--- config.mk ---
export PLATFORM = sky130hd
export DESIGN_NAME = sorted_priority_queue
export DESIGN_NICKNAME = d
export VERILOG_FILES = /design/src/spq_pkg.sv /design/src/spq_cell.sv /design/src/sorted_priority_queue.sv
export VERILOG_INCLUDE_DIRS = /design/src /design/src/src
export SDC_FILE = /design/constraint.sdc
export NUM_CORES = 1
export LEC_CHECK = 0
export BUFFER_PORTS_ARGS = -buffer_cell sky130_fd_sc_hd__buf_2
export CAP_MARGIN = 20
export CORE_MARGIN = 2
export CORE_UTILIZATION = 40
export DETAILED_ROUTE_END_ITERATION = 6
export PLACE_DENSITY = 0.59
export SYNTH_ARGS = -nofsm -noshare
export SYNTH_HDL_FRONTEND = slang
export SYNTH_SLANG_ARGS = --single-unit
--- constraint.sdc ---
create_clock -name clk_i -period 4.4 [get_ports clk_i]
set_input_delay 0.22 -clock clk_i [delete_from_list [all_inputs] [get_ports clk_i]]
set_output_delay 0.22 -clock clk_i [all_outputs]
set_load 0.005 [all_outputs]
--- src/sorted_priority_queue_assert.svh ---
// Assertion macros for the sorted priority queue.
// Each macro expects clk_i and rst_ni to exist in the module that uses it.
`ifndef SORTED_PRIORITY_QUEUE_ASSERT_SVH
`define SORTED_PRIORITY_QUEUE_ASSERT_SVH

`ifndef SYNTHESIS
// Checks a property at every clock edge outside reset.
`define SPQ_ASSERT(lbl, prop, msg) \
  lbl: assert property (@(posedge clk_i) disable iff (!rst_ni) (prop)) else $error(msg);
// Checks a property at every clock edge, reset included.
`define SPQ_ASSERT_ALWAYS(lbl, prop, msg) \
  lbl: assert property (@(posedge clk_i) (prop)) else $error(msg);
`else
`define SPQ_ASSERT(lbl, prop, msg)
`define SPQ_ASSERT_ALWAYS(lbl, prop, msg)
`endif

`endif

--- src/spq_pkg.sv ---
package spq_pkg;

  // Operation codes carried in the input word.
  typedef enum logic [1:0] {
    OP_PUSH = 2'd0,
    OP_POP  = 2'd1,
    OP_PEEK = 2'd2,
    OP_NOP  = 2'd3
  } opcode_e;

  // Status codes carried in the result word.
  typedef enum logic [1:0] {
    ST_OK    = 2'd0,
    ST_FULL  = 2'd1,
    ST_EMPTY = 2'd2,
    ST_FEW   = 2'd3
  } status_e;

  // Rank of the entry that a peek returns, counted from the largest.
  localparam int unsigned PeekRank = 3;

  typedef struct packed {
    logic [1:0]         opcode;
    logic signed [31:0] item_value;
  } in_word_t;

  typedef struct packed {
    logic signed [31:0] result_value;
    logic [1:0]         status;
    logic [3:0]         entries_held;
    logic               queue_empty;
  } out_word_t;

  // Command broadcast to every cell in the chain.
  typedef struct packed {
    logic               push;
    logic               pop;
    logic signed [31:0] value;
  } spq_ctl_t;

  // What one cell shows its neighbors.
  typedef struct packed {
    logic               valid;
    logic               keeps;
    logic signed [31:0] data;
  } spq_link_t;

endpackage

--- src/spq_cell.sv ---
module spq_cell (
  input  logic              clk_i,
  input  logic              rst_ni,
  input  spq_pkg::spq_ctl_t  ctl_i,
  input  spq_pkg::spq_link_t prev_i,
  input  spq_pkg::spq_link_t next_i,
  output spq_pkg::spq_link_t link_o
);
  import spq_pkg::*;

  logic               valid_q, valid_d;
  logic signed [31:0] data_q, data_d;
  logic               keeps;

  // A cell holds its entry on a push when the entry is strictly larger.
  assign keeps = valid_q && ($signed(data_q) > $signed(ctl_i.value));

  // Cells are ordered largest first, so a push shifts toward the tail
  // and a pop shifts toward the head.
  always_comb begin
    valid_d = valid_q;
    data_d  = data_q;
    if (ctl_i.push) begin
      if (!keeps) begin
        if (prev_i.keeps) begin
          valid_d = 1'b1;
          data_d  = ctl_i.value;
        end else begin
          valid_d = prev_i.valid;
          data_d  = prev_i.data;
        end
      end
    end else if (ctl_i.pop) begin
      valid_d = next_i.valid;
      data_d  = next_i.data;
    end
  end

  // Occupancy flag.
  always_ff @(posedge clk_i or negedge rst_ni) begin
    if (!rst_ni) begin
      valid_q <= 1'b0;
    end else begin
      valid_q <= valid_d;
    end
  end

  // Entry value, meaningful only while valid.
  always_ff @(posedge clk_i) begin
    data_q <= data_d;
  end

  assign link_o.valid = valid_q;
  assign link_o.keeps = keeps;
  assign link_o.data  = data_q;

endmodule

--- src/sorted_priority_queue.sv ---
// Sorted priority queue built as a chain of compare-and-shift cells.
// A result word is registered as its input word is taken.
// Throughput: one word per cycle while no waiting result is held back; every cell compares and shifts in parallel.
// A waiting result does not block the next input if the output is taken that cycle.
// Reset clears the cell occupancy flags, the entry count and the output valid flag.
`include "sorted_priority_queue_assert.svh"

module sorted_priority_queue #(
  parameter int unsigned CAPACITY = 8
) (
  input  logic                clk_i,
  input  logic                rst_ni,
  input  logic                in_valid_i,
  output logic                in_ready_o,
  input  spq_pkg::in_word_t   in_word_i,
  output logic                out_valid_o,
  input  logic                out_ready_i,
  output spq_pkg::out_word_t  out_word_o
);
  import spq_pkg::*;

  localparam int unsigned CntW = $clog2(CAPACITY + 1);

  logic                in_fire;
  logic [CntW-1:0]     count_q, count_d;
  logic                full, empty;
  logic                out_valid_q;
  out_word_t           out_word_q, out_word_d;
  spq_ctl_t            ctl;
  spq_link_t           link [CAPACITY];
  spq_link_t           head_link, tail_link;
  logic [CAPACITY-1:0] valid_vec, valid_inc;
  logic [CntW+3:0]     count_ext;
  status_e             status;
  logic signed [31:0]  result;

  assign in_ready_o = !out_valid_q || out_ready_i;
  assign in_fire    = in_valid_i && in_ready_o;

  assign full  = (count_q == CntW'(CAPACITY));
  assign empty = (count_q == '0);

  // Decode the operation and drive the cell command.
  always_comb begin
    ctl.push  = 1'b0;
    ctl.pop   = 1'b0;
    ctl.value = in_word_i.item_value;
    status    = ST_OK;
    result    = '0;
    count_d   = count_q;
    case (in_word_i.opcode)
      OP_PUSH: begin
        if (full) begin
          status = ST_FULL;
        end else begin
          ctl.push = in_fire;
          count_d  = count_q + 1'b1;
        end
      end
      OP_POP: begin
        if (empty) begin
          status = ST_EMPTY;
        end else begin
          ctl.pop = in_fire;
          result  = link[0].data;
          count_d = count_q - 1'b1;
        end
      end
      OP_PEEK: begin
        if (!link[PeekRank-1].valid) begin
          status = ST_FEW;
        end else begin
          result = link[PeekRank-1].data;
        end
      end
      default: begin
        status = ST_OK;
      end
    endcase
  end

  // The head sees a neighbor that always keeps, so the first cell that does not
  // keep its entry takes the pushed value; the tail shifts in nothing.
  assign head_link = '{valid: 1'b1, keeps: 1'b1, data: '0};
  assign tail_link = '{valid: 1'b0, keeps: 1'b0, data: '0};

  for (genvar i = 0; i < CAPACITY; i++) begin : g_cell
    spq_link_t prev_link, next_link;
    if (i == 0) begin : g_head
      assign prev_link = head_link;
    end else begin : g_mid_prev
      assign prev_link = link[i-1];
    end
    if (i == CAPACITY - 1) begin : g_tail
      assign next_link = tail_link;
    end else begin : g_mid_next
      assign next_link = link[i+1];
    end
    spq_cell u_cell (
      .clk_i  (clk_i),
      .rst_ni (rst_ni),
      .ctl_i  (ctl),
      .prev_i (prev_link),
      .next_i (next_link),
      .link_o (link[i])
    );
    assign valid_vec[i] = link[i].valid;
  end

  // Result word assembly.
  assign count_ext = {4'b0000, count_d};
  always_comb begin
    out_word_d.result_value = result;
    out_word_d.status       = status;
    out_word_d.entries_held = count_ext[3:0];
    out_word_d.queue_empty  = (count_d == '0);
  end

  // Entry count and output valid flag.
  always_ff @(posedge clk_i or negedge rst_ni) begin
    if (!rst_ni) begin
      count_q     <= '0;
      out_valid_q <= 1'b0;
    end else begin
      if (in_fire) begin
        count_q <= count_d;
      end
      if (in_ready_o) begin
        out_valid_q <= in_valid_i;
      end
    end
  end

  // Output word register.
  always_ff @(posedge clk_i) begin
    if (in_fire) begin
      out_word_q <= out_word_d;
    end
  end

  assign out_valid_o = out_valid_q;
  assign out_word_o  = out_word_q;

  // Occupied cells form a contiguous run from the head.
  assign valid_inc = valid_vec + CAPACITY'(1);

  `SPQ_ASSERT(a_count_matches_cells, $countones(valid_vec) == count_q, "count differs from cells")
  `SPQ_ASSERT(a_cells_contiguous, (valid_vec & valid_inc) == '0, "occupied cells have a gap")
  `SPQ_ASSERT(a_head_sorted, valid_vec[1] |-> ($signed(link[0].data) >= $signed(link[1].data)), "head out of order")
  `SPQ_ASSERT(a_pop_decrements, in_fire && (in_word_i.opcode == OP_POP) && !empty |=> count_q == $past(count_q) - 1'b1, "pop did not decrement count")
  `SPQ_ASSERT_ALWAYS(a_reset_idle, !rst_ni |-> !out_valid_o && (count_q == '0), "not idle in reset")

endmodule
## After elaboration in Yosys (flattened, before gate mapping)

Index checks and enable logic that the tools add are counted.

| word-level totals | value |
|---|---|
| flip-flop bits (word level) | 308 |
| logic and storage cells | 142 |
| input port bits | 38 |
| output and inout port bits | 41 |

| operators by class | value |
|---|---|
| equality and inequality tests | 11 |
| multiplexer cells | 76 |
| add/subtract/negate cells | 2 |
| reductions and logical operators | 23 |
| order comparisons | 8 |

Operators with widths:

| cell | number |
|---|---|
| 32-bit two-way mux | 33 |
| 32-bit greater-than comparator | 8 |
| 32-bit case mux with 2 select lines | 1 |
| 1-bit two-way mux | 36 |
| 2-bit inequality test (second input constant) | 8 |
| 2-bit AND reduction | 8 |
| 1-bit logical AND | 9 |
| 4-bit zero test | 2 |
| 4-bit two-way mux | 2 |
| 4-bit case mux with 2 select lines | 1 |
| 2-bit case mux with 3 select lines | 1 |
| 4-bit by 1-bit adder with 4-bit output (second input constant) | 1 |
| 4-bit equality test (second input constant) | 1 |
| 2-bit two-way mux | 2 |
| 4-bit by 1-bit subtractor with 4-bit output (second input constant) | 1 |
| 2-bit by 1-bit equality test with 1-bit output (second input constant) | 1 |
| 2-bit equality test (second input constant) | 1 |
| 2-bit zero test | 1 |
| 2-bit nonzero test | 1 |
| 1-bit zero test | 1 |
| 1-bit logical OR | 1 |

## Longest topological paths before layout

Gate-level depths: netlist of run 1.

| depth | value |
|---|---|
| word-level depth | 7 |
| gate-level depth with buffers | 12 |
| gate-level depth less buffers | 9 |

## By module

Synthesis of run 1 repeated with hierarchy kept, for this count alone.

| second synthesis, totals | value |
|---|---|
| cell total of the unflattened synthesis | 2334 |
| area total of the unflattened synthesis | 22658.0 um^2 |

Modules (own cells, without submodules):

| module | sequential area each (um^2) | area an instance (um^2) | cells an instance | times used |
|---|---|---|---|---|
| spq_cell | 985.9 | 2555.0 | 269 | 8 |
| sorted_priority_queue | 1296.2 | 2218.4 | 182 | 1 |

## Worst setup path after synthesis of run 1

OpenSTA, ideal clock, no wires.

| timing path | value |
|---|---|
| path type | register to register |
| start point | reg g_cell[0].u_cell.data_q[7] |
| end point | reg g_cell[0].u_cell.data_q[0] (enable) |
| period minus slack after synthesis | 4896 ps |
| path buffers | 1 |
| stages on the path, launching flop included | 10 |
| data arrival time | 4430 ps |
| setup slack | -496 ps |
| setup time | 466 ps |
| data required time | 3934 ps |
| cells stage by stage | edfxtp_1 ha_1 a21oi_1 o21ai_0 a221oi_1 o211ai_1 a21oi_1 clkbuf_1 o21ai_0 o21ai_0 |

| on the way | value |
|---|---|
| word-level cells in the longest chain between the ends | 4 |

RTL lines:

| item | RTL line | source |
|---|---|---|
| from (decl) | spq_cell.sv:12 | `logic signed [31:0] data_q, data_d;` |
| from (signal assigned) | spq_cell.sv:50 | `data_q <= data_d;` |
| 32-bit greater-than comparator | spq_cell.sv:16 | `assign keeps = valid_q && ($signed(data_q) > $signed(ctl_i.value));` |
| 1-bit logical AND | spq_cell.sv:16 |  |
| 2-bit inequality test (no line) | - |  |
| 2-bit AND reduction (no line) | - |  |

Every way passes these cells.
A chain may end at the register's enable or synchronous reset.

## Final worst setup path of run 1

| timing path | value |
|---|---|
| start point | reg g_cell[6].u_cell.data_q[6] |
| end point | reg g_cell[7].u_cell.data_q[19] (data pin) |

| on the way | value |
|---|---|
| word-level cells in the longest chain between the ends | 5 |

RTL lines:

| item | RTL line | source |
|---|---|---|
| from (decl) | spq_cell.sv:12 |  |
| from (signal assigned) | spq_cell.sv:50 |  |
| 32-bit greater-than comparator | spq_cell.sv:16 |  |
| 1-bit logical AND | spq_cell.sv:16 |  |
| 32-bit two-way mux | spq_cell.sv:25 | `if (prev_i.keeps) begin` |
| 32-bit two-way mux | spq_cell.sv:24 | `if (!keeps) begin` |
| 32-bit two-way mux | spq_cell.sv:23 | `if (ctl_i.push) begin` |
| to (signal assigned) | spq_cell.sv:50 |  |
| to (decl) | spq_cell.sv:12 |  |

Every way passes these cells. The select of a mux whose other input is x is not followed.

==> metrics, run 1 <==
via count=20800; Avg Synthesized Cell Area=9.84 µm²; result of the run=finished, final reports clean; number of buffers and inverters on the critical path=1; transition time at the pin with the least slew margin=0.845 ns; vias per inst=6.68; r2r setup slk=0.45 ns; count of input and output buffers=78; number of nets in the finished design=2631; hold depth=3; half-perimeter wire length of the detailed placement result=65.1 mm; fraction of layout cells with a size suffix above 1=0.131; remaining global-route overflow=0; initial detailed-routing violation count=2517; Global Route Usage Sum=0.310; share of the synthesized area in the top cell type=0.395; Pleak=9.66 nW; Hold WC Path Type=in -> reg; area post-placement=24000 µm²; final-report setup violation count=0; Non-Filler Cell Area, Final=25400 µm²; number of design rule violations left after detail routing=0; routing usage on met1=0.401; max-slew violation total from the final report=0; critical register-to-register path startpoint=g_cell[6].u_cell.data_q[6]; start point of the worst min-delay path=in_word_i[27]; summed negative setup slack over all endpoints=0 ns; wirelength, routed=90.1 mm; antenna violation net count after detailed routing=0; maximum fanout along the worst path=33; data arrival time of the critical path=4.24 ns; post-synthesis sequential element count=308; number of H-tree levels=2; Req. time, crit path=4.69 ns; Tmin final=3.95 ns; nature of the critical path startpoint=register; peak ir drop on the vdd network=0.285 mV; number of gates given a new drive strength after cts=0; endpoint kind of the worst setup timing path=register; vias in the first global route=20500; horizontal die dimension=241 µm; maximum root-to-sink buffer count=3; average wire per standard cell=29.0 µm; starting density of the core=0.406; dominant cell by count in the synthesized netlist=sky130_fd_sc_hd__edfxtp_1; die area=58000 µm²; most area-consuming cells after synthesis=sky130_fd_sc_hd__edfxtp_1, sky130_fd_sc_hd__ha_1, sky130_fd_sc_hd__o211ai_1, sky130_fd_sc_hd__a31oi_1, sky130_fd_sc_hd__nand2_1; post-synthesis instance area=22400 µm²; Syn Nets=2582; Worst Hold Endpoint=g_cell[6].u_cell.data_q[27]; DR pass1 iterations=6; Post-synth top flop=sky130_fd_sc_hd__edfxtp_1; largest net degree at the start of global routing=104; number of synthesized flops with an enable pin=295; peak per-stage delay on the critical path=0.76 ns; sequential element share of the synthesized area=0.409; skew final=0.0224 ns; wire length of the first global-routing pass=133 mm; kind of cell adding the most delay to the critical path=compound AO/OA/AOI/OAI gates; startpoint-to-endpoint class of the critical path=reg -> reg; total core area=55300 µm²; Worst R2R Path Depth=9; antenna violations before repair=3; pwr/cell area=451 nW/µm²; Synth area leader=sky130_fd_sc_hd__edfxtp_1; unrepaired setup endpoints after global routing=false; headroom to the max-slew limit=0.431; std cell rows=86; endpoints failing hold=0; Worst setup startpoint=g_cell[6].u_cell.data_q[6]; clock tree from TritonCTS=yes; cell count after synthesis=2282; routability-driven placement congestion ratio=1.01; number of warnings printed during yosys synthesis=0; die height=241 µm; fraction of the cycle the final worst path needs=0.898; busiest metal layer after global routing=met2; most instantiated cells after synthesis=sky130_fd_sc_hd__edfxtp_1, sky130_fd_sc_hd__o211ai_1, sky130_fd_sc_hd__ha_1, sky130_fd_sc_hd__nand2_1, sky130_fd_sc_hd__nor2_1; unique cell type count in the Yosys netlist=72; capturing point of the worst reg2reg path=g_cell[7].u_cell.data_q[19]; achievable clock frequency=0.253 GHz; total of max-cap violations=0; IO Pins=79; Post-CTS Setup Repair Bufs=0; met2 layer usage reported by global route=0.480; clock sinks=308; sequence of cells on the critical path=ha_1, nand2_1, o21ai_0, a221oi_1, o211ai_1, a211oi_1, mux2_2, buf_4, mux2i_1; CTS Root Cell=sky130_fd_sc_hd__clkbuf_16; area overhead of the layout relative to synthesis=13.1%; clock-pin slew on the worst setup and hold paths=0.06 ns; clk_lat worst skew=0.58 ns; GR Layer Usage met3=0.0565; async set-or-reset flop fraction in the synthesized netlist=0.0422; critical-path cell with the highest stage delay=sky130_fd_sc_hd__a221oi_1; TritonCTS buffer count=38
==> cells in the final DEF, fill, tap and decap left out, types with 6 or more instances in the layout <==
cell type,netlist,layout
sky130_fd_sc_hd__a211oi_1,7,7
sky130_fd_sc_hd__a21o_1,48,47
sky130_fd_sc_hd__a21oi_1,107,103
sky130_fd_sc_hd__a221oi_1,6,6
sky130_fd_sc_hd__a22oi_1,33,33
sky130_fd_sc_hd__a31oi_1,163,163
sky130_fd_sc_hd__and4_1,8,8
sky130_fd_sc_hd__buf_12,0,10
sky130_fd_sc_hd__buf_2,31,78
sky130_fd_sc_hd__buf_4,10,89
sky130_fd_sc_hd__bufinv_16,0,6
sky130_fd_sc_hd__clkbuf_16,0,41
sky130_fd_sc_hd__clkinv_1,1,7
sky130_fd_sc_hd__clkinv_2,0,7
sky130_fd_sc_hd__dfrtp_1,13,13
sky130_fd_sc_hd__edfxtp_1,295,295
sky130_fd_sc_hd__ha_1,262,262
sky130_fd_sc_hd__inv_1,57,57
sky130_fd_sc_hd__mux2i_1,32,32
sky130_fd_sc_hd__nand2_1,225,225
sky130_fd_sc_hd__nand2b_1,7,7
sky130_fd_sc_hd__nand3_1,49,48
sky130_fd_sc_hd__nand4_1,87,87
sky130_fd_sc_hd__nor2_1,183,181
sky130_fd_sc_hd__nor2b_1,42,41
sky130_fd_sc_hd__nor3_1,11,11
sky130_fd_sc_hd__nor4_1,14,14
sky130_fd_sc_hd__o211ai_1,271,271
sky130_fd_sc_hd__o211ai_2,30,30
sky130_fd_sc_hd__o21ai_0,61,59
sky130_fd_sc_hd__o21ai_1,18,18
==> final cells by class <==
| class | count | area (µm²) |
|---|---|---|
| Multi-Input combinational cell | 1744 | 12400 |
| Clock buffer | 44 | 1040 |
| Fill cell | 5224 | 29900 |
| Timing Repair Buffer | 180 | 1290 |
| Tap cell | 748 | 936 |
| Sequential cell | 308 | 9180 |
| Antenna cell | 1 | 2.50 |
| Inverter | 59 | 221 |
| Clock inverter | 26 | 293 |
==> metrics by stage <==
stage | total power, mW | util | setup WS, ns | instances | hold WS, ns
after floorplan | 6.30 | - | 0.361 | 2282 | -0.0756
after global placement | 7.80 | 0.434 | 0.377 | 3036 | 0.189
after detailed placement | 7.88 | 0.434 | 0.417 | 3036 | 0.187
after CTS | 11.3 | 0.459 | 0.619 | 3109 | 0.0890
after global routing | 11.9 | 0.459 | 0.330 | 3110 | 0.0987
final | 11.4 | 0.459 | 0.450 | 3110 | 0.105
==> cells by family after synthesis <==
kind of cell | share of synthesized area
compound gates | 0.248
xor+xnor | 0.00117
fa+ha+maj | 0.146
buf+inv | 0.0432
flops | 0.409
mux | 0.0148
simple gates | 0.138
==> state kept, by name, indices dropped and copies added, names as in the netlist <==
name	flops
g_cell.u_cell.data_q	256
out_word_o	39
g_cell.u_cell.valid_q	8
count_q	4
out_valid_o	1
==> power breakdown <==
part / internal [mW] / switching (mW) / leakage, nW / total, mW
logic: 1.24 / 2.81 / 6.16 / 4.05
registers: 3.64 / 0.298 / 2.86 / 3.94
clock network: 2.05 / 1.39 / 0.639 / 3.44
total: 6.93 / 4.50 / 9.66 / 11.4
==> worst max path at each step <==
stage,endpoint,cells after the start
4_1_cts,g_cell[7].u_cell.data_q[19],9
3_5_place_dp,g_cell[7].u_cell.data_q[19],12
2_1_floorplan,g_cell[0].u_cell.data_q[0],9
6_report,g_cell[7].u_cell.data_q[19],9
3_3_place_gp,g_cell[7].u_cell.data_q[23],12
5_1_grt,g_cell[7].u_cell.data_q[10],9
==> metal layers <==
metal,wire (µm),vias to the layer above
li1,-,9082
met1,35700,10100
met5,21,-
met3,8470,289
met4,6110,4
met2,39800,1310
==> worst register-to-register path, delay by kind of cell, from the launching register on <==
kind            cells  cell delay [ns]
simple gates        1             0.24
compound gates      4             1.61
fa+ha+maj           1             0.31
flops               1             0.46
buf+inv             1             0.60
mux                 2             0.46
==> what timing repair did <==
item,4_1_cts,5_1_grt
endpoints found under the hold margin,14,0
endpoints found under the setup margin,0,0
hold buffers,3,0
(Power assumes the default switching activity.)
==> run 2: changes to the inputs <==
- CORE_MARGIN: 2 -> default
- CTS_BUF_LIST: default -> sky130_fd_sc_hd__clkbuf_4 sky130_fd_sc_hd__clkbuf_8
- CTS_CLUSTER_SIZE: default -> 25
==> run 2 against run 1 <==
Via count rose by 0.97%. Final cell count rose by 1.3%. Global-route usage rose by 0.90 points. Cell area fell by 0.28%. Critical path depth rose by 4. Critical path type is now in -> reg. Highest routed layer is now met4.
==> metrics, run 2 (synthesized netlist as in run 1, its figures left out) <==
result of the run=finished, final reports clean; endpoint kind of the worst setup timing path=register; Post-Route Hold Slack=0.0434 ns (-0.0614 ns); clock sinks=308 (unchanged); summed negative setup slack over all endpoints=0 ns (unchanged); vias in the first global route=20700 (+1.5%); count of input and output buffers=78 (unchanged); area of the multi-input gates=12400 µm² (unchanged); initial detailed-routing violation count=2528 (+0.44%); headroom to the max-slew limit=0.372 (-0.0590); skew final=0.0448 ns (+0.0223 ns); number of H-tree levels=2 (unchanged); Tmin final=4.12 ns (+0.171 ns); part of the power in registers=0.363 (+0.018); std cell rows=86 (unchanged); horizontal die dimension=239 µm (-0.83%); antenna violation net count after detailed routing=0 (unchanged); clk_lat worst skew=0.70 ns (+0.12 ns); max reg flops=256 (unchanged); sequential cell area=9180 µm² (unchanged); combinational share of power=0.378 (+0.024); vias per inst=6.66 (-0.31%); endpoints failing hold=0 (unchanged); fraction of power spent switching nets=0.415 (+0.0216); total of max-cap violations=0 (unchanged); internal power=6.37 mW (-8.1%); startpoint-to-endpoint class of the critical path=in -> reg; total core area=55300 µm² (unchanged); Global Route Usage Sum=0.319 (+0.00904); CTS Root Cell=sky130_fd_sc_hd__clkbuf_8; r2r setup slk=0.35 ns (-0.10 ns); half-perimeter wire length of the detailed placement result=64.7 mm (-0.47%); die height=239 µm (-0.83%); Worst R2R Path Depth=10 (+1); number of design rule violations left after detail routing=0 (unchanged); clock tree from TritonCTS=yes; unrepaired setup endpoints after global routing=false; overall power consumption=10.9 mW (-4.7%); fraction of layout cells with a size suffix above 1=0.134 (+0.00282); Post-CTS Setup Repair Bufs=0 (unchanged); Hold WC Path Type=in -> reg; routability-driven placement congestion ratio=0.995 (-1.6%); most used cells in the layout excluding fill and tap cells=sky130_fd_sc_hd__edfxtp_1, sky130_fd_sc_hd__o211ai_1, sky130_fd_sc_hd__ha_1; IO Pins=79 (unchanged); achievable clock frequency=0.243 GHz (-4.2%); critical register-to-register path startpoint=g_cell[0].u_cell.data_q[7]; Worst Hold Endpoint=g_cell[6].u_cell.data_q[25]; area overhead of the layout relative to synthesis=12.8%; peak ir drop on the vdd network=0.227 mV (-20%); max-slew violation total from the final report=0 (unchanged); part of the power in the clock network=0.259 (-0.042); end-of-flow core utilization=0.458 (-0.00129); pwr/cell area=431 nW/µm² (-4.4%); TritonCTS buffer count=58 (+53%); wirelength, routed=91.6 mm (+1.7%); die area=57100 µm² (-1.7%); hold depth=3 (unchanged); antenna violations before repair=1 (-2); largest net degree at the start of global routing=97 (-6.7%); total placed cells including tap cells=3025 (-0.36%); clock-pin slew on the worst setup and hold paths=0.06 ns (about the same); transition time at the pin with the least slew margin=0.939 ns (+0.0940 ns); remaining global-route overflow=0 (unchanged); number of nets in the finished design=2660 (+1.1%); data arrival time of the critical path=4.43 ns (+0.19 ns); fraction of the cycle the final worst path needs=0.937 (+0.0389); starting density of the core=0.406 (unchanged); non-filler instance count after layout=3150 (+1.3%); Req. time, crit path=4.71 ns (+0.02 ns); average wire per standard cell=29.1 µm (+0.43%); start point of the worst min-delay path=in_word_i[25]; largest register by flop count=g_cell.u_cell.data_q; Pleak=9.65 nW (about the same); maximum root-to-sink buffer count=3 (unchanged); nature of the critical path startpoint=primary input; DR pass1 iterations=6 (unchanged); reported net switching power=4.53 mW (+0.52%); number of gates given a new drive strength after cts=0 (unchanged); wire length of the first global-routing pass=135 mm (+1.4%); via count=21000 (+0.97%); maximum fanout along the worst path=24 (-27%); number of filler instances in the final layout=5386 (+3.1%); most common library cell in the layout ignoring fill and taps=sky130_fd_sc_hd__edfxtp_1; final-report setup violation count=0 (unchanged); capturing point of the worst reg2reg path=g_cell[0].u_cell.data_q[15]
[run 2: cell type report]
cell class                      instances  area share
Clock inverter                         27     0.00657
Multi-Input combinational cell       1744       0.491
Tap cell                              748      0.0370
Sequential cell                       308       0.363
Inverter                               59     0.00875
Clock buffer                           74      0.0365
Timing Repair Buffer                  189      0.0575
Antenna cell                            1   0.0000989
[run 2: worst max path at each step]
| stage | endpoint | slack [ns] | depth (start not counted) | start |
|---|---|---|---|---|
| global placement | g_cell[0].u_cell.data_q[1] | 0.40 | 12 | in_word_i[6] |
| global route | g_cell[0].u_cell.data_q[15] | 0.22 | 13 | in_word_i[6] |
| finish | g_cell[0].u_cell.data_q[15] | 0.28 | 13 | in_word_i[6] |
| detailed placement | g_cell[0].u_cell.data_q[15] | 0.31 | 12 | in_word_i[6] |
| CTS | g_cell[0].u_cell.data_q[15] | 0.45 | 13 | in_word_i[6] |
| floorplan | g_cell[0].u_cell.data_q[0] | 0.36 | 9 | g_cell[0].u_cell.data_q[7] |
[run 2: critical path, stage by stage]
cell and delay (ns):
sky130_fd_sc_hd__dlygate4sd3_1 0.53, sky130_fd_sc_hd__buf_2 0.21, sky130_fd_sc_hd__inv_1 0.20, sky130_fd_sc_hd__ha_1 0.35, sky130_fd_sc_hd__nand2_1 0.05, sky130_fd_sc_hd__o21ai_0 0.28
sky130_fd_sc_hd__a221oi_1 0.21, sky130_fd_sc_hd__buf_4 0.18, sky130_fd_sc_hd__o211ai_1 0.49, sky130_fd_sc_hd__a211o_1 0.70, sky130_fd_sc_hd__o21ai_0 0.32, sky130_fd_sc_hd__o21ai_4 0.21
sky130_fd_sc_hd__buf_4 0.44
[run 2: power groups by stage]
| stage | logic [mW] | clock network (mW) | registers (mW) |
|---|---|---|---|
| after global routing | 4.33 | 2.97 | 3.98 |
| after global placement | 3.89 | 0 | 4.00 |
| after detailed placement | 3.94 | 0 | 4.00 |
| final | 4.12 | 2.83 | 3.95 |
| after floorplan | 2.44 | 0 | 3.87 |
| after CTS | 3.97 | 2.86 | 3.94 |
[run 2: timing repair]
action	CTS	global route
endpoints found under the setup margin	0	0
hold buffers	23	0
endpoints found under the hold margin	48	0
[run 2: per-stage QoR]
stage               setup WS, ns  instance area [µm²]
finish                     0.279                25300
global route               0.218                25300
CTS                        0.452                25300
detailed placement         0.314                24000
global placement           0.403                24000
floorplan                  0.361                22400
[run 2: per-layer routing]
layer / wire, µm / global-route usage / vias up
li1: - / - / 9146
met3: 8830 / 0.0614 / 306
met5: 0 / 0 / -
met4: 6550 / 0.216 / 0
met1: 35900 / 0.407 / 10200
met2: 40300 / 0.490 / 1328
